$ cat src/design/assert_macros.svh
// Assertion macros for the top-level design file, clocked on clock, disabled in reset.
`ifndef ASSERT_MACROS_SVH
`define ASSERT_MACROS_SVH

// Consequent must hold in the same cycle as the antecedent.
`define ASSERT_NOW(lbl, ante, cons) \
   lbl: assert property (@(posedge clock) disable iff (reset) (ante) |-> (cons)) \
      else $error("assertion failed");

// Consequent must hold in the cycle after the antecedent.
`define ASSERT_NEXT(lbl, ante, cons) \
   lbl: assert property (@(posedge clock) disable iff (reset) (ante) |=> (cons)) \
      else $error("assertion failed");

`endif

$ cat src/design/prrt_pkg.sv
// Shared constants, codes and control types of the port refcount rate table.
`timescale 1ns / 1ps
package prrt_pkg;

   localparam int PORT_BITS      = 16;
   localparam int COUNT_BITS     = 16;
   localparam int RATE_FRAC_BITS = 16;

   localparam int OP_BITS        = 1;
   localparam int CONV_PORT_BITS = 16;
   localparam int SVC_BITS       = 16;
   localparam int PRIOR_BITS     = 16;
   localparam int RATE_OUT_BITS  = 17;
   localparam int STATUS_BITS    = 2;

   localparam int REQ_DATA_BITS  = 32;
   localparam int RSP_DATA_BITS  = 40;
   localparam int RSP_PAD_BITS   = RSP_DATA_BITS - PRIOR_BITS - RATE_OUT_BITS;

   localparam int TABLE_DEPTH    = 1 << PORT_BITS;
   localparam int RATE_BITS      = RATE_FRAC_BITS + 1;
   localparam int REM_BITS       = SVC_BITS + 1;
   localparam int WIDE_BITS      = (COUNT_BITS > SVC_BITS) ? COUNT_BITS : SVC_BITS;
   localparam int STEP_BITS      = $clog2(RATE_FRAC_BITS);

   localparam logic [COUNT_BITS-1:0] COUNT_MAX = '1;
   localparam logic [RATE_BITS-1:0]  RATE_ONE  = {1'b1, {RATE_FRAC_BITS{1'b0}}};
   localparam logic [STEP_BITS-1:0]  STEP_LAST = STEP_BITS'(RATE_FRAC_BITS - 1);

   typedef enum logic [OP_BITS-1:0] {
      OP_NEW    = 1'b0,
      OP_REMOVE = 1'b1
   } op_type;

   typedef enum logic [STATUS_BITS-1:0] {
      STS_OK        = 2'd0,
      STS_ABSENT    = 2'd1,
      STS_ZERO_SVC  = 2'd2,
      STS_SATURATED = 2'd3
   } status_type;

   typedef struct packed {
      logic clear;
      logic load;
      logic lookup;
      logic div_step;
      logic finish;
   } cmd_type;

   typedef struct packed {
      logic clear_last;
      logic need_div;
   } sts_type;

endpackage

$ cat src/design/prrt_ctrl.sv
// Controller: clearing pass, beat sequencing, divider step count and result valid.
`timescale 1ns / 1ps
module prrt_ctrl (
   input  logic             clock,
   input  logic             reset,
   input  logic             req_tvalid,
   output logic             req_tready,
   output logic             rsp_tvalid,
   input  logic             rsp_tready,
   input  prrt_pkg::sts_type sts,
   output prrt_pkg::cmd_type cmd
);

   typedef enum logic [2:0] {
      ST_CLEAR,
      ST_IDLE,
      ST_LOOKUP,
      ST_DIVIDE,
      ST_FINISH
   } state_type;

   state_type                      state_ff, state_in;
   logic [prrt_pkg::STEP_BITS-1:0] step_ff, step_in;
   logic                           rsp_valid_ff, rsp_valid_in;
   logic                           out_free;

   assign out_free   = !rsp_valid_ff || rsp_tready;
   assign req_tready = (state_ff == ST_IDLE);
   assign rsp_tvalid = rsp_valid_ff;

   always_comb begin
      cmd          = '0;
      cmd.clear    = (state_ff == ST_CLEAR);
      cmd.load     = (state_ff == ST_IDLE) && req_tvalid;
      cmd.lookup   = (state_ff == ST_LOOKUP);
      cmd.div_step = (state_ff == ST_DIVIDE);
      cmd.finish   = (state_ff == ST_FINISH) && out_free;
   end

   always_comb begin
      state_in     = state_ff;
      step_in      = step_ff;
      rsp_valid_in = rsp_valid_ff && !rsp_tready;
      case (state_ff)
         ST_CLEAR: begin
            if (sts.clear_last) begin
               state_in = ST_IDLE;
            end
         end
         ST_IDLE: begin
            if (req_tvalid) begin
               state_in = ST_LOOKUP;
            end
         end
         ST_LOOKUP: begin
            step_in  = '0;
            state_in = sts.need_div ? ST_DIVIDE : ST_FINISH;
         end
         ST_DIVIDE: begin
            step_in = step_ff + 1'b1;
            if (step_ff == prrt_pkg::STEP_LAST) begin
               state_in = ST_FINISH;
            end
         end
         ST_FINISH: begin
            if (out_free) begin
               rsp_valid_in = 1'b1;
               state_in     = ST_IDLE;
            end
         end
         default: begin
            state_in = ST_CLEAR;
         end
      endcase
   end

   always_ff @(posedge clock) begin
      if (reset) begin
         state_ff     <= ST_CLEAR;
         step_ff      <= '0;
         rsp_valid_ff <= 1'b0;
      end else begin
         state_ff     <= state_in;
         step_ff      <= step_in;
         rsp_valid_ff <= rsp_valid_in;
      end
   end

endmodule

$ cat config.mk
export PLATFORM = sky130hd
export DESIGN_NAME = prrt_ctrl
export DESIGN_NICKNAME = d
export VERILOG_FILES = /design/src/design/assert_macros.svh /design/src/design/prrt_pkg.sv /design/src/design/prrt_ctrl.sv
export SDC_FILE = /design/constraint.sdc
export NUM_CORES = 1
export LEC_CHECK = 0
export ABC_AREA = 1
export BUFFER_PORTS_ARGS = -buffer_cell sky130_fd_sc_hd__buf_2
export CORE_AREA = 2 2 39 41
export CTS_BUF_LIST = sky130_fd_sc_hd__clkbuf_2 sky130_fd_sc_hd__clkbuf_4 sky130_fd_sc_hd__clkbuf_8
export CTS_CLUSTER_SIZE = 24
export DETAILED_ROUTE_END_ITERATION = 8
export DIE_AREA = 0 0 41 43
export SYNTH_ARGS = -nofsm -noshare
export SYNTH_HDL_FRONTEND = slang
export SYNTH_SLANG_ARGS = --single-unit
$ cat constraint.sdc
create_clock -name clock -period 1.3 [get_ports clock]
set_clock_uncertainty 0.2 [all_clocks]
set_input_delay 0.13 -clock clock [delete_from_list [all_inputs] [get_ports clock]]
set_output_delay 0.13 -clock clock [all_outputs]
set_load 0.01 [all_outputs]
==> impl_metrics.tcl, run 1 <==
set metrics [dict create \
    synth_top_area_frac 0.351 \
    setup_ws_ns -0.143 \
    cts_buffers 3 \
    synth_area_leader_cell "dfxtp_1" \
    holdPathStages 6 \
    vias_per_cell 4.67 \
    core.rowCount 14 \
    setup_viol 10 \
    wirelength_um 1350 \
    die_area_mm2 0.00176 \
    p_switching_mw 0.899 \
    synth_top_family_by_area "simple AND/OR/NAND/NOR gates" \
    p_leak_nw 0.425 \
    die_h_um 43 \
    tritoncts "yes" \
    areaGrowthSynthToFinish_pct 99.2 \
    end_kind "output pin" \
    r2r.worst_path.cells 9 \
    grt_pass1_vias 526 \
    cp_cell_sequence "buf_6, nor4_4, buf_2" \
    place_hpwl_um 885 \
    synth.distinct_cells 19 \
    grt_overflow 0 \
    synth_compound_area_frac 0.104 \
    muxShareOfSynthArea 0 \
    ys_top_cells_by_area "dfxtp_1, nand2_1, nor2_1, inv_1, a21oi_1" \
    cts.sink_count 8 \
    grt_max_degree 6 \
    clockRootBuffer "clkbuf_4" \
    fmax_mhz 693 \
    cp_max_fo 4 \
    syn_inst 69 \
    drv_slew 0 \
    syn_nets 76 \
    p_sw_frac 0.422 \
    drive_gt1_frac 0.639 \
    io_pins 13 \
    rsz0062_at_grt "yes" \
    clock_path_buffers 2 \
    finalCritPeriodShare 1.11 \
    violations "setup timing" \
    crit_family "flip-flops" \
    max_stage_delay_ns 0.35 \
    hold_viol_final 0 \
    yosysWarnings 0 \
    worst_pin_slew_ns 0.242 \
    status "complete, but fails checks" \
    max_cap_viol_count 0 \
    synth_adder_area_share 0.0274 \
    pwr-share-seq 0.202 \
    dr.pass1.iters 4 \
    core_area_mm2 0.00138 \
    powerDensity_mw_per_mm2 2340 \
    clk_pin_slew_ns 0.05 \
    syn_avg_cell_area_um2 6.62 \
    worstSetupPathType "reg2out" \
    crit_buf_inv 2 \
    io_buffers 12 \
    slew_headroom 0.837 \
    antenna_cells 0 \
    synthSimpleGateAreaFrac 0.408 \
    nFillCells 122 \
    gp_congestion 0.797 \
    drt-initial-drc-count 13 \
    nets 117 \
    die_w_um 41 \
    cp-start-kind "flip-flop" \
    ir_drop_mv 1.14 \
    cp_num_cells 3 \
    drc 0 \
    synth_xor_area_frac 0.0192 \
    initial_utilization 0.330 \
    worstPathArrival_ns 1.11 \
    combPwrFrac 0.708 \
    hp-class "in2reg" \
    grt_pass1_wl_um 2040 \
    htreeDepth 1 \
    grt_use_total 0.174 \
    fin_crit_ns 1.44 \
    clock_power_share 0.090 \
    tns_ns -1.05 \
    wl_per_cell_um 10.9 \
    ant_nets 0 \
    power.internal_mw 1.23 \
    antenna_found_initial 0 \
    crit_slowest_cell "dfxtp_4" \
    clkLatencyLatePin_ns 0.25 \
    vias 579 \
    whs_ns 0.0491 \
    ys_seq_area_frac 0.351 \
    synth-seq-cells 8 \
    netlist_area_um2 457 \
    crit_required_ns 0.97 \
]
==> placed cells by master, fill, tap and decap left out, types with 4 or more instances in the layout <==
| master | count |
|---|---|
| buf_2 | 10 |
| nand2_4 | 4 |
| buf_4 | 15 |
| buf_6 | 11 |
| inv_1 | 4 |
| nor2_1 | 8 |
| nand2_1 | 11 |
| nor2_4 | 4 |
==> power groups by stage <==
stage / clock network [mW] / logic, mW / registers [mW]
after floorplan: 0 / 0.524 / 0.379
final: 0.191 / 1.51 / 0.431
after CTS: 0.201 / 1.09 / 0.409
after detailed placement: 0 / 0.903 / 0.382
after global routing: 0.225 / 1.64 / 0.437
after global placement: 0 / 0.891 / 0.382
==> per-stage QoR <==
stage	power [mW]	util	cells	worst slack [ns]	area (µm²)
2_1_floorplan	0.903	-	69	-0.00229	474
3_3_place_gp	1.27	0.468	110	-0.0424	648
3_5_place_dp	1.29	0.468	110	-0.0435	648
4_1_cts	1.70	0.556	118	-0.168	769
5_1_grt	2.30	0.657	124	-0.214	910
6_report	2.13	0.657	124	-0.143	910
==> layout make-up <==
cell class,count,area (µm²),area share
repair buffers,37,297,0.326
inverters,8,37.5,0.0413
flip-flops and latches,8,174,0.191
multi-input cells,52,359,0.395
well taps,16,20.0,0.0220
clock buffers,3,22.5,0.0248
==> per-layer routing <==
layer	global-route usage	wire, µm	vias up
met5	0	0	-
li1	-	-	301
met4	0.120	25	0
met2	0.266	743	14
met3	0.0314	53	4
met1	0.206	527	260
==> synthesized netlist by cell type <==
master,count
a211oi_1,1
a21oi_1,4
buf_6,1
dfxtp_1,8
ha_1,1
inv_1,7
inv_2,1
nand2_1,15
nand2_2,3
nand3_1,3
nand3b_1,1
nand4_1,1
nor2_1,13
nor2_2,1
nor2_4,1
nor3_1,2
nor4_1,1
o21ai_0,4
xor2_1,1
==> flip-flops by register name (all words and copies together), names as in the netlist <==
register,cells
step_ff,4
state_ff,3
rsp_tvalid,1
==> final timing paths <==
path                    start           to  slack [ns]
setup / recovery  state_ff[2]       cmd[3]       -0.14
hold / removal         sts[0]  state_ff[2]        0.05
setup reg to reg  state_ff[1]  state_ff[1]       -0.11
hold reg to reg    step_ff[2]   step_ff[2]        0.31
==> worst reg2reg max path, delay by kind of cell (launching register included) <==
kind                   cells  cell delay (ns)
DFF                        1             0.38
and+or+nand+nor            7             0.51
buffers and inverters      2             0.23
==> repair_timing <==
item | CTS | global route
gates resized for setup | 18 | 28
endpoints found under the setup margin | 11 | 13
hold buffers | 1 | 0
hold endpoints to repair | 3 | 0
buffers inserted | 4 | 6
gates cloned | 0 | 0
pin swaps | 5 | 11
==> cell families after synthesis <==
kind of cell             after synthesis
AND/OR/NAND/NOR                       41
flip-flops                             8
XOR/XNOR                               1
adder cells (fa/ha/maj)                1
buffers and inverters                  9
AO/OA/AOI/OAI                          9
Note: power is estimated with default switching activity, not from simulation.
==> run 2, diff against run 1 <==
- clock period: 1.3 -> 1.7 ns (I/O delays scaled with it)
==> run 2 against run 1 <==
The run now ends clean. Die area unchanged. Combinational power down 70%. Non-clock buffer count down 23. Clock-buffer cell count unchanged. Worst hold slack better by 0.012 ns. Sequential share of layout area up 9.2 points. Setup slack better by 0.27 ns. Cell count down 19%. Utilization down 25 points. First-iteration DRC count down 15%. Wire length down 30%. Critical path type unchanged.
==> impl_metrics.tcl, run 2 (synthesized netlist as in run 1, its figures left out) <==
set metrics [dict create \
    gp_congestion 0.772 \
    power.internal_mw 0.490 \
    antenna_cells 0 \
    nets 94 \
    ant_nets 0 \
    drt-initial-drc-count 11 \
    max_stage_delay_ns 0.40 \
    die_w_um 41 \
    initial_utilization 0.330 \
    clock_power_share 0.160 \
    worst_pin_slew_ns 0.256 \
    grt_max_degree 10 \
    hold_viol_final 0 \
    p_leak_nw 0.280 \
    core_area_mm2 0.00138 \
    tns_ns 0 \
    top_usage_layer "met2" \
    crit_required_ns 1.33 \
    r2r.worst_path.cells 8 \
    largest_reg_flops 4 \
    powerDensity_mw_per_mm2 1620 \
    max_cap_viol_count 0 \
    clockRootBuffer "clkbuf_4" \
    grt_use_total 0.139 \
    met2_usage 0.194 \
    cp_cell_sequence "inv_1, nor4_1, buf_2" \
    final_cell_mix "nand2_1, nor2_1, buf_2" \
    crit_slowest_cell "dfxtp_1" \
    combPwrFrac 0.496 \
    crit_family "flip-flops" \
    die_h_um 43 \
    gr-usage-met3 0.0314 \
    clkLatencyLatePin_ns 0.26 \
    cp_max_fo 5 \
    status "completed" \
    power_mw 0.923 \
    cts.sink_count 8 \
    crit_buf_inv 2 \
    grt_pass1_vias 394 \
    setup_viol 0 \
    tritoncts "yes" \
    io_pins 13 \
    fmax_mhz 635 \
    dp.cells 96 \
    setup_ws_ns 0.126 \
    grt_pass1_wl_um 1600 \
    largest-register "step_ff" \
    htreeDepth 1 \
    pre_cts_slack_ns 0.223 \
    areaGrowthSynthToFinish_pct 24.7 \
    worstSetupPathType "reg2out" \
    grt_overflow 0 \
    rsz0062_at_grt "no" \
    layout_commonest_cell "nand2_1" \
    place_hpwl_um 753 \
    hp-class "in2reg" \
    drv_slew 0 \
    ir_drop_mv 0.449 \
    vias_per_cell 4.73 \
    worstPathArrival_ns 1.20 \
    core.rowCount 14 \
    dr.pass1.iters 4 \
    crit_start "state_ff[0]" \
    cp-endpoint "cmd[3]" \
    use_met1 0.170 \
    drc 0 \
    p_switching_mw 0.433 \
    drive_gt1_frac 0.259 \
    slew_headroom 0.829 \
    timing.rr.start "step_ff[0]" \
    wirelength_um 951 \
    finalCritPeriodShare 0.926 \
    rrSetupSlack_ns 0.23 \
    fin_crit_ns 1.57 \
    p_sw_frac 0.469 \
    wl_per_cell_um 9.42 \
    cp_num_cells 3 \
    pwr-share-seq 0.344 \
    die_area_mm2 0.00176 \
    final_cells 101 \
    clock_path_buffers 2 \
    io_buffers 12 \
    antenna_found_initial 0 \
    vias 478 \
    clk_pin_slew_ns 0.05 \
    cp-start-kind "flip-flop" \
    end_kind "output pin" \
    r2r_end "state_ff[2]" \
    cts_buffers 3 \
]
-- run 2: cell count changes in the layout (fill, tap and decap cells not counted), moves of 4 or more --
cell and change:
nand2_1 +4, buf_6 -11, dfxtp_1 +4, nor2_1 +5
nand2_4 -4, buf_4 -15
-- run 2: worst min-delay path: cells and delay by family --
kind                   cells  cell delay, ns
AOI/OAI and AO/OA          1            0.06
and+or+nand+nor            3            0.16
buffers and inverters      1            0.09
-- run 2: how the worst min path moves through the flow --
stage | startpoint | end | slack, ns | depth (start not counted)
CTS | sts[0] | state_ff[1] | 0.07 | 5
global placement | reset | step_ff[1] | 0.19 | 2
global route | sts[0] | state_ff[1] | 0.1 | 5
finish | sts[0] | state_ff[1] | 0.06 | 5
detailed placement | reset | step_ff[1] | 0.18 | 2
floorplan | reset | rsp_tvalid | 0.04 | 1
-- run 2: metal layers --
metal / routed length (µm) / part of all wire
met5: 0 / 0
met2: 417 / 0.44
met3: 71 / 0.075
met1: 429 / 0.45
met4: 32 / 0.034
-- run 2: timing repair --
action                                  in CTS  in global routing
resized for setup                            0                  1
hold buffers                                 2                  0
endpoints found under the setup margin       0                  1
endpoints found under the hold margin        3                  0
buffers inserted                             0                  0
-- run 2: power by group through the flow --
| stage | Combinational, mW | Sequential [mW] | Clock [mW] |
|---|---|---|---|
| 2_1_floorplan | 0.377 | 0.282 | 0 |
| 3_3_place_gp | 0.454 | 0.316 | 0 |
| 3_5_place_dp | 0.457 | 0.320 | 0 |
| 4_1_cts | 0.462 | 0.316 | 0.153 |
| 5_1_grt | 0.523 | 0.332 | 0.166 |
| 6_report | 0.458 | 0.318 | 0.148 |
-- run 2: final cells by class --
cell class / count / area [µm²]
fillers: 150 / 815
multi-input cells: 52 / 255
flip-flops and latches: 8 / 161
repair buffers: 14 / 80.1
inverters: 8 / 30.0
clock buffers: 3 / 22.5
well taps: 16 / 20.0
-- run 2: metrics by stage --
stage	area (µm²)	hold WS, ns	util
2_1_floorplan	457	0.0391	-
3_3_place_gp	526	0.188	0.380
3_5_place_dp	526	0.184	0.380
4_1_cts	568	0.0657	0.410
5_1_grt	569	0.0999	0.411
6_report	569	0.0611	0.411
==> run 3, diff against run 2 <==
- PLACE_DENSITY: not set -> 0.58
==> run 3 against run 2 <==
Utilization up 0.63 points. Sequential cell count is the same. Via count is 1.5% lower. Cell count increased by 0.99%. Fmax shrank 2.1%. Worst hold slack improved by 0.024 ns. Sequential power is 4% lower. Clock power is 5% lower. Critical path depth increased by 1. Setup slack got worse by 0.034 ns. Power grew 2.0%. Largest cell class unchanged.
==> impl_metrics.tcl, run 3 (synthesized netlist as in run 1, its figures left out) <==
set metrics [dict create \
    status "completed" \
    die_h_um 43 \
    hold_viol_final 0 \
    initial_utilization 0.330 \
    final_cell_mix "nand2_1, nor2_1, buf_2" \
    drc 0 \
    r2r_end "rsp_tvalid" \
    combPwrFrac 0.526 \
    io_pins 13 \
    nFillCells 154 \
    areaGrowthSynthToFinish_pct 26.6 \
    largest_reg_flops 4 \
    regArea_um2 160 \
    rsz0062_at_grt "no" \
    hp-start "sts[0]" \
    powerDensity_mw_per_mm2 1630 \
    wl_per_cell_um 9.56 \
    drv_slew 0 \
    core_area_mm2 0.00138 \
    die_w_um 41 \
    cp_cell_sequence "buf_4, nand2_1, a21oi_1, dlygate4sd3_1" \
    fin_util 0.418 \
    crit_buf_inv 2 \
    max_cap_viol_count 0 \
    ir_drop_mv 0.578 \
    worst_pin_slew_ns 0.279 \
    antenna_cells 0 \
    largest-register "step_ff" \
    whs_ns 0.0856 \
    nets 95 \
    clk_pin_slew_ns 0.05 \
    dr.pass1.iters 5 \
    layout_commonest_cell "nand2_1" \
    worstSetupPathType "reg2reg" \
    clockRootBuffer "clkbuf_4" \
    grt_max_degree 8 \
    postCtsSetupBuffers 0 \
    cp-start-kind "flip-flop" \
    r2r.worst_path.cells 4 \
    drive_gt1_frac 0.267 \
    cts.sink_count 8 \
    grt_pass1_wl_um 1520 \
    multi_input_area_um2 258 \
    slew_headroom 0.814 \
    drt-initial-drc-count 5 \
    grt_pass1_vias 396 \
    vias_per_cell 4.62 \
    vias 471 \
    power.internal_mw 0.508 \
    gp_congestion 0.678 \
    grt_overflow 0 \
    grt_use_total 0.130 \
    finalCritPeriodShare 0.946 \
    cts_buffers 3 \
    p_leak_nw 0.288 \
    rrSetupSlack_ns 0.09 \
    tns_ns 0 \
    clkLatencyLatePin_ns 0.24 \
    end_kind "flip-flop" \
    holdPathStages 5 \
    tritoncts "yes" \
    place_hpwl_um 736 \
    fin_crit_ns 1.61 \
    clock_path_buffers 2 \
    crit_slowest_cell "dlygate4sd3_1" \
    p_sw_frac 0.461 \
    crit_family "buffers and inverters" \
    wirelength_um 975 \
    dp.cells 97 \
    htreeDepth 1 \
    crit_required_ns 1.69 \
    p_switching_mw 0.434 \
    io_buffers 12 \
    die_area_mm2 0.00176 \
    final_cells 102 \
    cp_max_fo 6 \
    min_to "state_ff[1]" \
    hp-class "in2reg" \
    max_stage_delay_ns 0.55 \
    core.rowCount 14 \
    pwr-share-seq 0.325 \
    worstPathArrival_ns 1.60 \
    ant_nets 0 \
    clock_power_share 0.149 \
    setup_viol 0 \
    timing.rr.start "state_ff[2]" \
    antenna_found_initial 0 \
    fmax_mhz 622 \
]
[run 3: layout make-up]
class                   instances  area share
repair buffers                 15       0.152
multi-input cells              52       0.446
clock buffers                   3      0.0390
well taps                      16      0.0346
inverters                       8      0.0519
flip-flops and latches          8       0.277
[run 3: worst register-to-register path: cells and delay by family (launching register included)]
family / cells / cell delay, ns
AND/OR/NAND/NOR: 1 / 0.07
AO/OA/AOI/OAI: 1 / 0.14
buffers and inverters: 2 / 0.73
flip-flops: 1 / 0.42
[run 3: how the worst max path moves through the flow]
stage                  endpoint  cells after the start        start
detailed placement  state_ff[1]                      8   step_ff[0]
global placement    state_ff[1]                      8   step_ff[0]
floorplan           state_ff[1]                      8   step_ff[0]
finish               rsp_tvalid                      4  state_ff[2]
CTS                  rsp_tvalid                      4  state_ff[1]
global route         rsp_tvalid                      4  state_ff[2]
[run 3: timing repair]
action / CTS / global route
setup endpoints to repair: 0 / 1
hold buffers: 2 / 0
resized for setup: 0 / 1
endpoints found under the hold margin: 3 / 0
[run 3: per-layer routing]
| layer | up-vias | GRT usage | wire (µm) |
|---|---|---|---|
| met5 | - | 0 | 0 |
| met4 | 0 | 0.120 | 8 |
| met3 | 2 | 0.0157 | 47 |
| met2 | 10 | 0.181 | 425 |
| met1 | 200 | 0.162 | 493 |
| li1 | 259 | - | - |
[run 3: metrics by stage]
stage | worst slack (ns) | area [µm²] | power [mW]
final | 0.0916 | 578 | 0.942
after global routing | 0.0173 | 578 | 1.04
after CTS | 0.0630 | 576 | 0.947
after detailed placement | 0.256 | 533 | 0.790
after global placement | 0.267 | 533 | 0.796
after floorplan | 0.358 | 457 | 0.659
[run 3: power groups by stage]
stage          registers (mW)  logic, mW  clock network, mW
2_1_floorplan           0.282      0.377                  0
3_3_place_gp            0.306      0.490                  0
3_5_place_dp            0.305      0.485                  0
4_1_cts                 0.301      0.497              0.149
5_1_grt                 0.314      0.565              0.165
6_report                0.306      0.496              0.140
